### src/design/sbx_pkg.sv
// Shared types, constants and helpers for the Sobel X gradient unit.
package sbx_pkg;

  localparam int MAX_WIDTH  = 1024;
  localparam int MAX_HEIGHT = 4096;
  localparam int COL_W      = $clog2(MAX_WIDTH);
  localparam int ROW_W      = $clog2(MAX_HEIGHT);
  localparam int PIX_W      = 8;
  localparam int WSUM_W     = PIX_W + 2;
  localparam int GRAD_W     = WSUM_W + 1;
  localparam int FW_W       = 11;
  localparam int FH_W       = 13;
  localparam int CFG_DATA_W = 13;
  localparam int CFG_IDX_W  = 2;
  localparam int NUM_CELLS  = 2;

  typedef logic [PIX_W-1:0]         pixel_t;
  typedef logic [WSUM_W-1:0]        wsum_t;
  typedef logic signed [GRAD_W-1:0] grad_t;
  typedef logic [COL_W-1:0]         col_idx_t;
  typedef logic [ROW_W-1:0]         row_idx_t;

  typedef enum logic [CFG_IDX_W-1:0] {
    REG_FRAME_WIDTH  = 2'd0,
    REG_FRAME_HEIGHT = 2'd1
  } cfg_reg_t;

  // One window column, top row first.
  typedef struct packed {
    pixel_t top;
    pixel_t mid;
    pixel_t bot;
  } col_t;

  // Stage between RAM read and window update.
  typedef struct packed {
    pixel_t   pixel;
    col_idx_t col;
    logic     emit;
    logic     frame_end;
  } s1_t;

  function automatic wsum_t col_wsum(col_t c);
    return {2'b00, c.top} + {1'b0, c.mid, 1'b0} + {2'b00, c.bot};
  endfunction

  function automatic col_idx_t width_last(logic [FW_W-1:0] v);
    if (v < FW_W'(3)) begin
      return COL_W'(2);
    end else if (v > FW_W'(MAX_WIDTH)) begin
      return COL_W'(MAX_WIDTH - 1);
    end
    return COL_W'(v - FW_W'(1));
  endfunction

  function automatic row_idx_t height_last(logic [FH_W-1:0] v);
    if (v < FH_W'(3)) begin
      return ROW_W'(2);
    end else if (v > FH_W'(MAX_HEIGHT)) begin
      return ROW_W'(MAX_HEIGHT - 1);
    end
    return ROW_W'(v - FH_W'(1));
  endfunction

endpackage

### src/design/sbx_col_cell.sv
// One window column cell: holds three pixels and hands them on at each shift.
module sbx_col_cell (
  input  logic         clk,
  input  logic         shift_en,
  input  sbx_pkg::col_t col_in,
  output sbx_pkg::col_t col_out
);
  import sbx_pkg::*;

  col_t col_r;
  col_t col_nxt;

  always_comb begin
    col_nxt = shift_en ? col_in : col_r;
  end

  always_ff @(posedge clk) begin
    col_r <= col_nxt;
  end

  assign col_out = col_r;
endmodule
### config.mk
export PLATFORM = sky130hd
export DESIGN_NAME = sbx_col_cell
export DESIGN_NICKNAME = d
export VERILOG_FILES = /design/src/design/sbx_pkg.sv /design/src/design/sbx_col_cell.sv
export SDC_FILE = /design/constraint.sdc
export NUM_CORES = 1
export LEC_CHECK = 0
export ABC_AREA = 1
export BUFFER_PORTS_ARGS = -buffer_cell sky130_fd_sc_hd__buf_4
export CAP_MARGIN = 40
export CORE_UTILIZATION = 41
export CTS_CLUSTER_SIZE = 40
export DETAILED_ROUTE_END_ITERATION = 10
export GPL_TIMING_DRIVEN = 0
export PLACE_DENSITY = 0.76
export SLEW_MARGIN = 0
export SYNTH_ARGS = -nofsm -noshare
export SYNTH_HDL_FRONTEND = slang
export SYNTH_SLANG_ARGS = --single-unit
### constraint.sdc
create_clock -name clk -period 0.8 [get_ports clk]
set_input_delay 0.08 -clock clk [delete_from_list [all_inputs] [get_ports clk]]
set_output_delay 0.08 -clock clk [all_outputs]
set_load 0.005 [all_outputs]
* Yosys cells after proc, flatten, opt, wreduce, memory -nomap -nowiden *
Cells that the tools add are included.
W data, S select, Z words.

word-level totals
  register bits after elaboration = 24
  bits of input ports = 26
  output and inout bits = 24

* Longest topological paths before layout *
Gate-level depths: netlist of run 1.

  word-level depth = 0
  depth in mapped cells = 0
  mapped depth without buffers = 0

* Least setup slack after synthesis of run 1 *
OpenSTA, ideal clock, no wires.

  path kind = register to output
  start = register col_r (netlist bit col_out[0])
  end = output port col_out[0] in the netlist's numbering
  data arrival time = 0.355 ns
  path slack = 0.365 ns
  stages on the path, launching flop included = 1
  buffers on the path = 0
  path through = edfxtp_1

RTL lines
  element                 line                source
  from (decl)             sbx_col_cell.sv:10  col_t col_r;
  from (signal assigned)  sbx_col_cell.sv:18  col_r <= col_nxt;
  to (decl)               sbx_col_cell.sv:6   output sbx_pkg::col_t col_out

No word-level cell between the ends.

* Worst setup path in the final report of run 1 *
  start = register col_r (netlist bit col_out[14])
  end = output port col_out[14] in the netlist's numbering

No word-level cell between the ends.

==> impl_results.rst, run 1 <==
.. list-table::
   :header-rows: 1

   * - Metric
     - Value
   * - Max_cap viols
     - 0
   * - Count of cell instances traversed by the critical path
     - 1
   * - Worst setup path startpoint
     - col_out[14]
   * - Total congestion overflow
     - 0
   * - Pin count of the biggest net entering global routing
     - 25
   * - PnR worst setup slack
     - -0.150 ns
   * - Number of instances in the synthesized netlist
     - 24
   * - Global-route usage over all layers
     - between 20% and 30%
   * - Maximum clock path buffer count
     - 2
   * - Total via count in the routed design
     - between 500 and 600
   * - Clock slew at the register clock pins of the worst setup and hold paths
     - about 0.12 ns
   * - Hold depth
     - 1
   * - Count of H-tree levels built during CTS
     - 1
   * - Final routed DRC violation total
     - 4
   * - Highest-delay cell along the critical path
     - edfxtp_1
   * - Final ANT Viol Nets
     - 0
   * - Ratio of cells with drive above 1 in the final layout
     - 52.0%
   * - Final min period
     - ~0.95 ns
   * - Post-route cell area
     - around 1400 sq um
   * - Crit end category
     - primary output
   * - Detailed-route vias per instance
     - approximately 4.8
   * - Class of the most critical hold timing path
     - input pin to flip-flop
   * - Violations in the final reports
     - DRC, setup timing
   * - Design Power
     - approximately 2.4 mW
   * - Number of search-and-repair iterations in the first detailed-routing pass
     - 7
   * - Vias in the first global route
     - 536
   * - Final Hold Violating Endpoints
     - 0
   * - Antenna diode count
     - 0
   * - Final max-slew violation count
     - 0
   * - Number of nets produced by synthesis
     - 50
   * - Number of CTS-inserted buffers
     - 3
   * - Quantity of I/O buffers inserted on ports
     - 49
   * - Area of the die
     - ~1900 sq um
   * - # fillers
     - 59
   * - Fin cells
     - approximately 120
   * - Final number of setup-violating endpoints
     - 24
   * - CP Data Required Time
     - between 0.7 and 0.8 ns
   * - Worst slew pin tran
     - 0.297 ns
   * - Share of the core filled with cells in the final layout
     - about nine tenths
   * - Cell types occupying the most area after synthesis
     - edfxtp_1 (100%)
   * - Standard-cell row count
     - 14
   * - Type of the worst setup path
     - flip-flop to primary output
   * - Critical Path Fanout Max
     - 1
   * - Peak supply drop
     - roughly 0.0012 V
   * - Iteration-0 DRC count of the detailed router
     - 16
   * - WL/cell
     - 18.4 microns
   * - Last weighted congestion value of the routability-driven placer
     - between 0.6 and 0.7
   * - Post-synthesis cell type count
     - 1
   * - Synth Cell Area
     - between 700 and 800 sq um
   * - # clock sinks
     - 24
   * - Clock root buffer
     - clkbuf_4
   * - Core outline area
     - 1580 sq um
   * - Cell type contributing the most total cell area after synthesis
     - edfxtp_1
   * - Max-slew headroom
     - between 80% and 90%
   * - Wire length of the first global-routing pass
     - about 2600 microns
   * - Final Cycle Share
     - 119%
   * - Combined area of the multi-input logic cells
     - 0 sq um
   * - Ys Warns
     - 0
   * - Multi-In Gates
     - 0
   * - Minimum setup slack after placement
     - roughly 0.11 ns
   * - Startpoint types
     - flip-flop
   * - Maximum cell stage delay along the critical path
     - 0.42 ns
   * - Area growth from synthesis to layout
     - 93.4%
   * - Effective utilization at floorplan
     - between 40% and 50%
   * - Die extent in x
     - around 44 microns
   * - Area after detailed placement
     - around 1100 sq um
   * - Power density normalized to cell area
     - 1730 nW/um^2
   * - Area share of the largest cell type after synthesis
     - 100%
   * - Endpoint of the most critical setup path
     - col_out[14]
   * - Arrival time of data at the critical path endpoint
     - about 0.87 ns
   * - Bufs and invs on worst path
     - 1
   * - Max FFs per register
     - 24
   * - Number of cells after detailed placement
     - 89
   * - Clock tree from TritonCTS
     - yes
   * - RSZ-0062 raised after global routing
     - true
   * - Outcome
     - complete, but fails checks
   * - Count of boundary I/O pins
     - 50
   * - Number of antenna violations at the first check in global routing
     - 0
   * - Static Leakage
     - around 0.59 nW
   * - Number of register bits inferred by synthesis
     - 24
   * - Synthesized area divided by synthesized cell count
     - ~30 sq um
   * - CP Cell Sequence
     - buf_4
   * - Achievable Freq
     - around 1100 MHz
   * - Number of nets in the layout
     - 128
   * - Sequential-to-total area share from yosys stat
     - 100%
   * - Total wirelength of the detailed-routed design
     - 2140 microns
   * - CP delay by family, top
     - flip-flops
   * - Die Height
     - ~44 microns
==> stage by stage <==
stage / hold WS, ns / TNS [ns]
2_1_floorplan: 0.179 / 0
3_3_place_gp: 0.258 / 0
3_5_place_dp: 0.259 / 0
4_1_cts: 0.180 / -2.57
5_1_grt: 0.176 / -3.65
6_report: 0.185 / -2.74
==> Yosys cell counts <==
cell type	instances
edfxtp_1	24
==> per-layer routing <==
layer | track usage (%) | up-vias | wire [microns]
met5 | 0 | - | 0
met4 | 7.27 | 0 | 5
met2 | 42.1 | 33 | 1280
li1 | - | 249 | -
met3 | 3.75 | 2 | 155
met1 | 19.7 | 267 | 690
==> power by group <==
group | internal (mW) | switching (mW) | total [mW]
combinational | 0.274 | 0.118 | 0.392
clock | 0.175 | 0.315 | 0.490
sequential | 1.49 | 0.0380 | 1.53
total | 1.94 | 0.471 | 2.41
==> cells by family (layout without fill, tap and decap cells) <==
group / after synthesis / count (layout) / synth area share, %
DFF: 24 / 24 / 100
buffers and inverters: 0 / 76 / 0
==> layout by cell type, fill, tap and decap left out <==
cell           synthesis  final
buf_6                  0      6
clkbuf_4               0      3
edfxtp_1              24     24
buf_4                  0     43
dlygate4sd3_1          0     24
==> repair_timing <==
action | CTS | global route
endpoints found under the hold margin | 24 | 0
cloned | 0 | 0
hold buffers | 24 | 0
setup buffers | 0 | 0
setup endpoints to repair | 24 | 24
resized for setup | 0 | 6
==> area by class of cell <==
type / count / area [sq um] / share of cell area [%]
Sequential cell: 24 / 721 / 51.7
Timing Repair Buffer: 73 / 631 / 45.2
Clock buffer: 3 / 22.5 / 1.62
Tap cell: 16 / 20.0 / 1.44
==> worst min path at each step <==
stage | start | endpoint | slack, ns
after floorplan | col_in[0] | col_out[0] | 0.18
after global placement | col_in[11] | col_out[11] | 0.26
after detailed placement | col_in[18] | col_out[18] | 0.26
after CTS | shift_en | col_out[20] | 0.18
after global routing | shift_en | col_out[2] | 0.18
final | shift_en | col_out[2] | 0.19
Note: power is estimated with default switching activity, not from simulation.
==> inputs of run 2 (changes only) <==
Settings changed: CAP_MARGIN 40 to 20, CORE_MARGIN set to 4.
==> impl_results.rst, run 2 (synthesis results as in run 1) <==
.. list-table::
   :header-rows: 1

   * - Metric
     - Value
   * - Outcome
     - complete, but fails checks (unchanged)
   * - Violations in the final reports
     - setup timing (was DRC, setup timing)
   * - # clock sinks
     - 24 (unchanged)
   * - Count of buffers added by post-CTS timing repair for setup
     - 0 (unchanged)
   * - Hold depth
     - 1 (unchanged)
   * - Proportion of power drawn by flip-flops and latches
     - 62.8% (was 63.4%)
   * - Maximum cell stage delay along the critical path
     - 0.42 ns (about the same)
   * - Clock tree from TritonCTS
     - yes (unchanged)
   * - Sw power
     - 0.484 mW (was 0.471 mW)
   * - Max_cap viols
     - 0 (unchanged)
   * - Detailed-route vias per instance
     - 4.32 (was 4.75)
   * - Clock root buffer
     - clkbuf_4 (unchanged)
   * - Vias in the first global route
     - 554 (was 536)
   * - Final ANT Viol Nets
     - 0 (unchanged)
   * - Total via count in the routed design
     - 506 (was 551)
   * - Arrival time of data at the critical path endpoint
     - 0.86 ns (was 0.87 ns)
   * - Type of the worst setup path
     - flip-flop to primary output (unchanged)
   * - Setup Total Neg Slack
     - -2.73 ns (was -2.74 ns)
   * - Count of boundary I/O pins
     - 50 (unchanged)
   * - Last weighted congestion value of the routability-driven placer
     - 0.626 (was 0.623)
   * - Bufs and invs on worst path
     - 1 (unchanged)
   * - Class of the most critical hold timing path
     - input pin to flip-flop (unchanged)
   * - Startpoint types
     - flip-flop (unchanged)
   * - Endpoint with the worst hold slack
     - col_out[6] (was col_out[2])
   * - WL/cell
     - 17.0 microns (was 18.4 microns)
   * - Quantity of I/O buffers inserted on ports
     - 49 (unchanged)
   * - Pin count of the biggest net entering global routing
     - 25 (unchanged)
   * - Combined area of the multi-input logic cells
     - 0 sq um (unchanged)
   * - Number of nets in the layout
     - 128 (unchanged)
   * - Ratio of cells with drive above 1 in the final layout
     - 51.5% (was 52.0%)
   * - CP Data Required Time
     - 0.72 ns (about the same)
   * - Max FFs per register
     - 24 (unchanged)
   * - Number of CTS-inserted buffers
     - 3 (unchanged)
   * - CP delay by family, top
     - flip-flops (unchanged)
   * - Multi-In Gates
     - 0 (unchanged)
   * - Iteration-0 DRC count of the detailed router
     - 16 (unchanged)
   * - Commonest non-fill, non-tap cell in the layout
     - buf_4 (unchanged)
   * - Global-route usage over all layers
     - 15.4% (was 20.5%)
   * - Die extent in x
     - 49.9 microns (was 43.9 microns)
   * - Worst slew pin tran
     - 0.297 ns (about the same)
   * - Part of the power in the clock network
     - 21.1% (was 20.3%)
   * - Net Sw Frac
     - 19.9% (was 19.5%)
   * - Area growth from synthesis to layout
     - 95.0% (was 93.4%)
   * - Power share of the combinational group
     - 16.2% (about the same)
   * - Cell Int Power
     - 1.95 mW (was 1.94 mW)
   * - Min Hold Slack
     - 0.184 ns (was 0.185 ns)
   * - Crit end category
     - primary output (unchanged)
   * - Achievable Freq
     - 1070 MHz (was 1050 MHz)
   * - Total congestion overflow
     - 0 (unchanged)
   * - Area of the die
     - 2490 sq um (was 1930 sq um)
   * - Highest-delay cell along the critical path
     - edfxtp_1 (unchanged)
   * - Maximum clock path buffer count
     - 2 (unchanged)
   * - CP Cell Sequence
     - buf_6 (was buf_4)
   * - Final Hold Violating Endpoints
     - 0 (unchanged)
   * - Core outline area
     - 1580 sq um (unchanged)
   * - Standard-cell row count
     - 14 (unchanged)
   * - Static Leakage
     - 0.596 nW (was 0.592 nW)
   * - Final number of setup-violating endpoints
     - 24 (unchanged)
   * - Number of antenna violations at the first check in global routing
     - 0 (unchanged)
   * - Wire length of the first global-routing pass
     - 2770 microns (was 2610 microns)
   * - Final min period
     - 0.936 ns (was 0.950 ns)
   * - Final routed DRC violation total
     - 0 (was 4)
   * - Critical Path Fanout Max
     - 1 (unchanged)
   * - Effective utilization at floorplan
     - 45.7% (unchanged)
   * - Clock slew at the register clock pins of the worst setup and hold paths
     - 0.13 ns (was 0.12 ns)
   * - RSZ-0062 raised after global routing
     - true (unchanged)
   * - Die Height
     - 49.9 microns (was 43.9 microns)
   * - Max-slew headroom
     - 80.2% (about the same)
   * - Peak supply drop
     - 0.00179 V (was 0.00116 V)
   * - Total wirelength of the detailed-routed design
     - 1990 microns (was 2140 microns)
   * - Antenna diode count
     - 0 (unchanged)
   * - Power density normalized to cell area
     - 1740 nW/um^2 (was 1730 nW/um^2)
   * - Final Cycle Share
     - 117% (was 119%)
   * - Final max-slew violation count
     - 0 (unchanged)
   * - Count of H-tree levels built during CTS
     - 1 (unchanged)
   * - Min-delay src
     - shift_en (unchanged)
   * - Most frequent cells in the layout
     - buf_4 (41), edfxtp_1 (24), dlygate4sd3_1 (24), buf_6 (8), clkbuf_4 (3) (was buf_4 (43), edfxtp_1 (24), dlygate4sd3_1 (24), buf_6 (6), clkbuf_4 (3))
   * - Number of search-and-repair iterations in the first detailed-routing pass
     - 3 (was 7)
   * - PnR worst setup slack
     - -0.136 ns (was -0.150 ns)
## run 2: cell types whose count changed in the layout (fill, tap and decap cells not counted), sizes merged
cell    before  now
clkinv       0    1
## run 2: how the worst max path moves through the flow
| stage | endpoint | cells past startpoint | from |
|---|---|---|---|
| after floorplan | col_out[0] | 0 | col_out[0] |
| after global placement | col_out[15] | 1 | shift_en |
| after detailed placement | col_out[17] | 1 | shift_en |
| after CTS | col_out[23] | 1 | col_out[23] |
| after global routing | col_out[14] | 1 | col_out[14] |
| final | col_out[12] | 1 | col_out[12] |
## run 2: layout make-up
type | count | area (sq um)
sequential | 24 | 721
timing repair buffer | 73 | 638
fill | 68 | 171
clock buffer | 3 | 22.5
tap | 16 | 20.0
clock inverter | 1 | 3.75
## run 2: layer usage
layer,global-route usage (%),up-vias,part of all wire [%]
met2,29.7,26,58
met3,4.22,0,5.9
met4,2.76,0,0
li1,-,249,-
met5,0,-,0
met1,16.5,231,37
## run 2: per-stage QoR
step / setup WS, ns / cells / area, sq um / util, % / power [mW]
6_report: -0.136 / 117 / 1410 / 89.1 / 2.44
3_3_place_gp: 0.107 / 89 / 1110 / 70.3 / 1.81
2_1_floorplan: 0.365 / 24 / 721 / - / 1.56
4_1_cts: -0.130 / 117 / 1380 / 87.5 / 2.41
3_5_place_dp: 0.0992 / 89 / 1110 / 70.3 / 1.82
5_1_grt: -0.179 / 117 / 1410 / 89.1 / 2.55
## run 2: power groups by stage
stage / Sequential (mW) / Clock [mW] / Combinational (mW)
global placement: 1.54 / 0 / 0.268
CTS: 1.52 / 0.519 / 0.372
finish: 1.53 / 0.514 / 0.394
floorplan: 1.56 / 0 / 0
global route: 1.54 / 0.599 / 0.417
detailed placement: 1.55 / 0 / 0.275
## run 2: what timing repair did
item,4_1_cts,5_1_grt
hold buffers,24,0
resized for setup,1,7
setup endpoints to repair,24,24
endpoints found under the hold margin,24,0
pin swaps,0,0
==> inputs of run 3 (changes only) <==
Settings changed: CORE_ASPECT_RATIO set to 0.6, CORE_UTILIZATION 41 to 30, PLACE_DENSITY 0.76 to 0.57.
==> impl_results.rst, run 3 (synthesis results as in run 1) <==
.. list-table::
   :header-rows: 1

   * - Metric
     - Value
   * - Violations in the final reports
     - setup timing (unchanged)
   * - Count of boundary I/O pins
     - 50 (unchanged)
   * - Number of search-and-repair iterations in the first detailed-routing pass
     - 3 (unchanged)
   * - CP delay by family, top
     - flip-flops (unchanged)
   * - Maximum clock path buffer count
     - 2 (unchanged)
   * - Max FFs per register
     - 24 (unchanged)
   * - Peak supply drop
     - 0.00127 V (was 0.00179 V)
   * - Number of CTS-inserted buffers
     - 3 (unchanged)
   * - Proportion of power drawn by flip-flops and latches
     - 59.9% (was 62.8%)
   * - Final min period
     - 0.864 ns (was 0.936 ns)
   * - Ratio of cells with drive above 1 in the final layout
     - 52.0% (was 51.5%)
   * - Static Leakage
     - 0.596 nW (about the same)
   * - Wire length of the first global-routing pass
     - 2480 microns (was 2770 microns)
   * - Setup Total Neg Slack
     - -0.991 ns (was -2.73 ns)
   * - PnR worst setup slack
     - -0.0635 ns (was -0.136 ns)
   * - Quantity of I/O buffers inserted on ports
     - 49 (unchanged)
   * - Worst slew pin tran
     - 0.290 ns (was 0.297 ns)
   * - Effective utilization at floorplan
     - 32.3% (was 45.7%)
   * - Core outline area
     - 2230 sq um (was 1580 sq um)
   * - Net Sw Frac
     - 17.6% (was 19.9%)
   * - Antenna diode count
     - 0 (unchanged)
   * - Highest-delay cell along the critical path
     - edfxtp_1 (unchanged)
   * - # fillers
     - 171 (was 68)
   * - Cell Int Power
     - 2.09 mW (was 1.95 mW)
   * - Die extent in x
     - 71.3 microns (was 49.9 microns)
   * - WL/cell
     - 12.4 microns (was 17.0 microns)
   * - Clock tree from TritonCTS
     - yes (unchanged)
   * - Achievable Freq
     - 1160 MHz (was 1070 MHz)
   * - Standard-cell row count
     - 13 (was 14)
   * - CP Cell Sequence
     - buf_4 (was buf_6)
   * - Count of buffers added by post-CTS timing repair for setup
     - 0 (unchanged)
   * - Total wirelength of the detailed-routed design
     - 1610 microns (was 1990 microns)
   * - Max_cap viols
     - 0 (unchanged)
   * - Final routed DRC violation total
     - 0 (unchanged)
   * - Total via count in the routed design
     - 487 (was 506)
   * - Min Hold Slack
     - 0.230 ns (was 0.184 ns)
   * - Startpoint types
     - flip-flop (unchanged)
   * - Power density normalized to cell area
     - 1790 nW/um^2 (was 1740 nW/um^2)
   * - Crit end category
     - primary output (unchanged)
   * - Area growth from synthesis to layout
     - 96.9% (was 95.0%)
   * - Most frequent cells in the layout
     - buf_4 (46), edfxtp_1 (24), dlygate4sd3_1 (24), clkbuf_8 (3), buf_6 (3) (was buf_4 (41), edfxtp_1 (24), dlygate4sd3_1 (24), buf_6 (8), clkbuf_4 (3))
   * - Die Height
     - 46.0 microns (was 49.9 microns)
   * - Area of the die
     - 3280 sq um (was 2490 sq um)
   * - Total congestion overflow
     - 0 (unchanged)
   * - CP Data Required Time
     - 0.72 ns (about the same)
   * - Vias in the first global route
     - 544 (was 554)
   * - RSZ-0062 raised after global routing
     - true (unchanged)
   * - Final Hold Violating Endpoints
     - 0 (unchanged)
   * - Iteration-0 DRC count of the detailed router
     - 12 (was 16)
   * - Critical Path Fanout Max
     - 1 (unchanged)
   * - Pin count of the biggest net entering global routing
     - 25 (unchanged)
   * - Multi-In Gates
     - 0 (unchanged)
   * - Sequential cell area
     - 721 sq um (unchanged)
   * - Class of the most critical hold timing path
     - input pin to flip-flop (unchanged)
   * - Clock root buffer
     - clkbuf_8 (was clkbuf_4)
   * - Maximum cell stage delay along the critical path
     - 0.38 ns (was 0.42 ns)
   * - Count of H-tree levels built during CTS
     - 1 (unchanged)
   * - Detailed-route vias per instance
     - 3.75 (was 4.32)
   * - Commonest non-fill, non-tap cell in the layout
     - buf_4 (unchanged)
   * - Minimum setup slack after placement
     - 0.0938 ns (was 0.0992 ns)
   * - Power share of the combinational group
     - 14.5% (was 16.2%)
   * - Number of nets in the layout
     - 128 (unchanged)
   * - Sw power
     - 0.447 mW (was 0.484 mW)
   * - Global-route usage over all layers
     - 10.5% (was 15.4%)
   * - Part of the power in the clock network
     - 25.6% (was 21.1%)
   * - Type of the worst setup path
     - flip-flop to primary output (unchanged)
   * - Clock slew at the register clock pins of the worst setup and hold paths
     - 0.07 ns (was 0.13 ns)
   * - Bufs and invs on worst path
     - 1 (unchanged)
   * - Arrival time of data at the critical path endpoint
     - 0.78 ns (was 0.86 ns)
   * - Max-slew headroom
     - 80.7% (was 80.2%)
   * - Final max-slew violation count
     - 0 (unchanged)
   * - Combined area of the multi-input logic cells
     - 0 sq um (unchanged)
   * - Final ANT Viol Nets
     - 0 (unchanged)
   * - Outcome
     - complete, but fails checks (unchanged)
   * - Final number of setup-violating endpoints
     - 24 (unchanged)
   * - Last weighted congestion value of the routability-driven placer
     - 0.671 (was 0.626)
   * - Design Power
     - 2.54 mW (was 2.44 mW)
   * - # clock sinks
     - 24 (unchanged)
   * - Number of antenna violations at the first check in global routing
     - 0 (unchanged)
   * - Final Cycle Share
     - 108% (was 117%)
[run 3: what timing repair did]
item,CTS,global route
hold endpoints to repair,24,0
resized for setup,0,3
hold buffers,24,0
endpoints found under the setup margin,24,24
pin swaps,0,0
[run 3: through the flow]
stage,util [%],instance area [sq um],instances
floorplan,-,721,24
global placement,50.5,1130,103
detailed placement,50.5,1130,103
CTS,63.2,1410,130
global route,63.7,1420,130
finish,63.7,1420,130
[run 3: final cells by class]
class	count	share of cell area (%)
Timing Repair Buffer	73	43.7
Clock buffer	3	2.91
Sequential cell	24	50.8
Tap cell	30	2.65
[run 3: power groups by stage]
stage               Combinational [mW]  Sequential [mW]  Clock, mW
global placement                 0.272             1.54          0
finish                           0.368             1.52      0.652
detailed placement               0.275             1.55          0
floorplan                            0             1.56          0
CTS                              0.368             1.52      0.691
global route                     0.396             1.53      0.751
[run 3: metal layers]
layer | vias to the layer above | share of wire, % | routed length, microns | global-route usage, %
met4 | 0 | 0 | 0 | 1.12
met5 | - | 0 | 0 | 0
met3 | 0 | 7.9 | 127 | 5.73
met1 | 221 | 32 | 521 | 9.58
li1 | 248 | - | - | -
met2 | 18 | 60 | 960 | 21.4
[run 3: worst paths after layout]
kind	startpoint	endpoint	slack (ns)	depth (start not counted)
worst max-delay path	col_out[14]	col_out[14]	-0.06	1
worst min-delay path	shift_en	col_out[7]	0.23	1
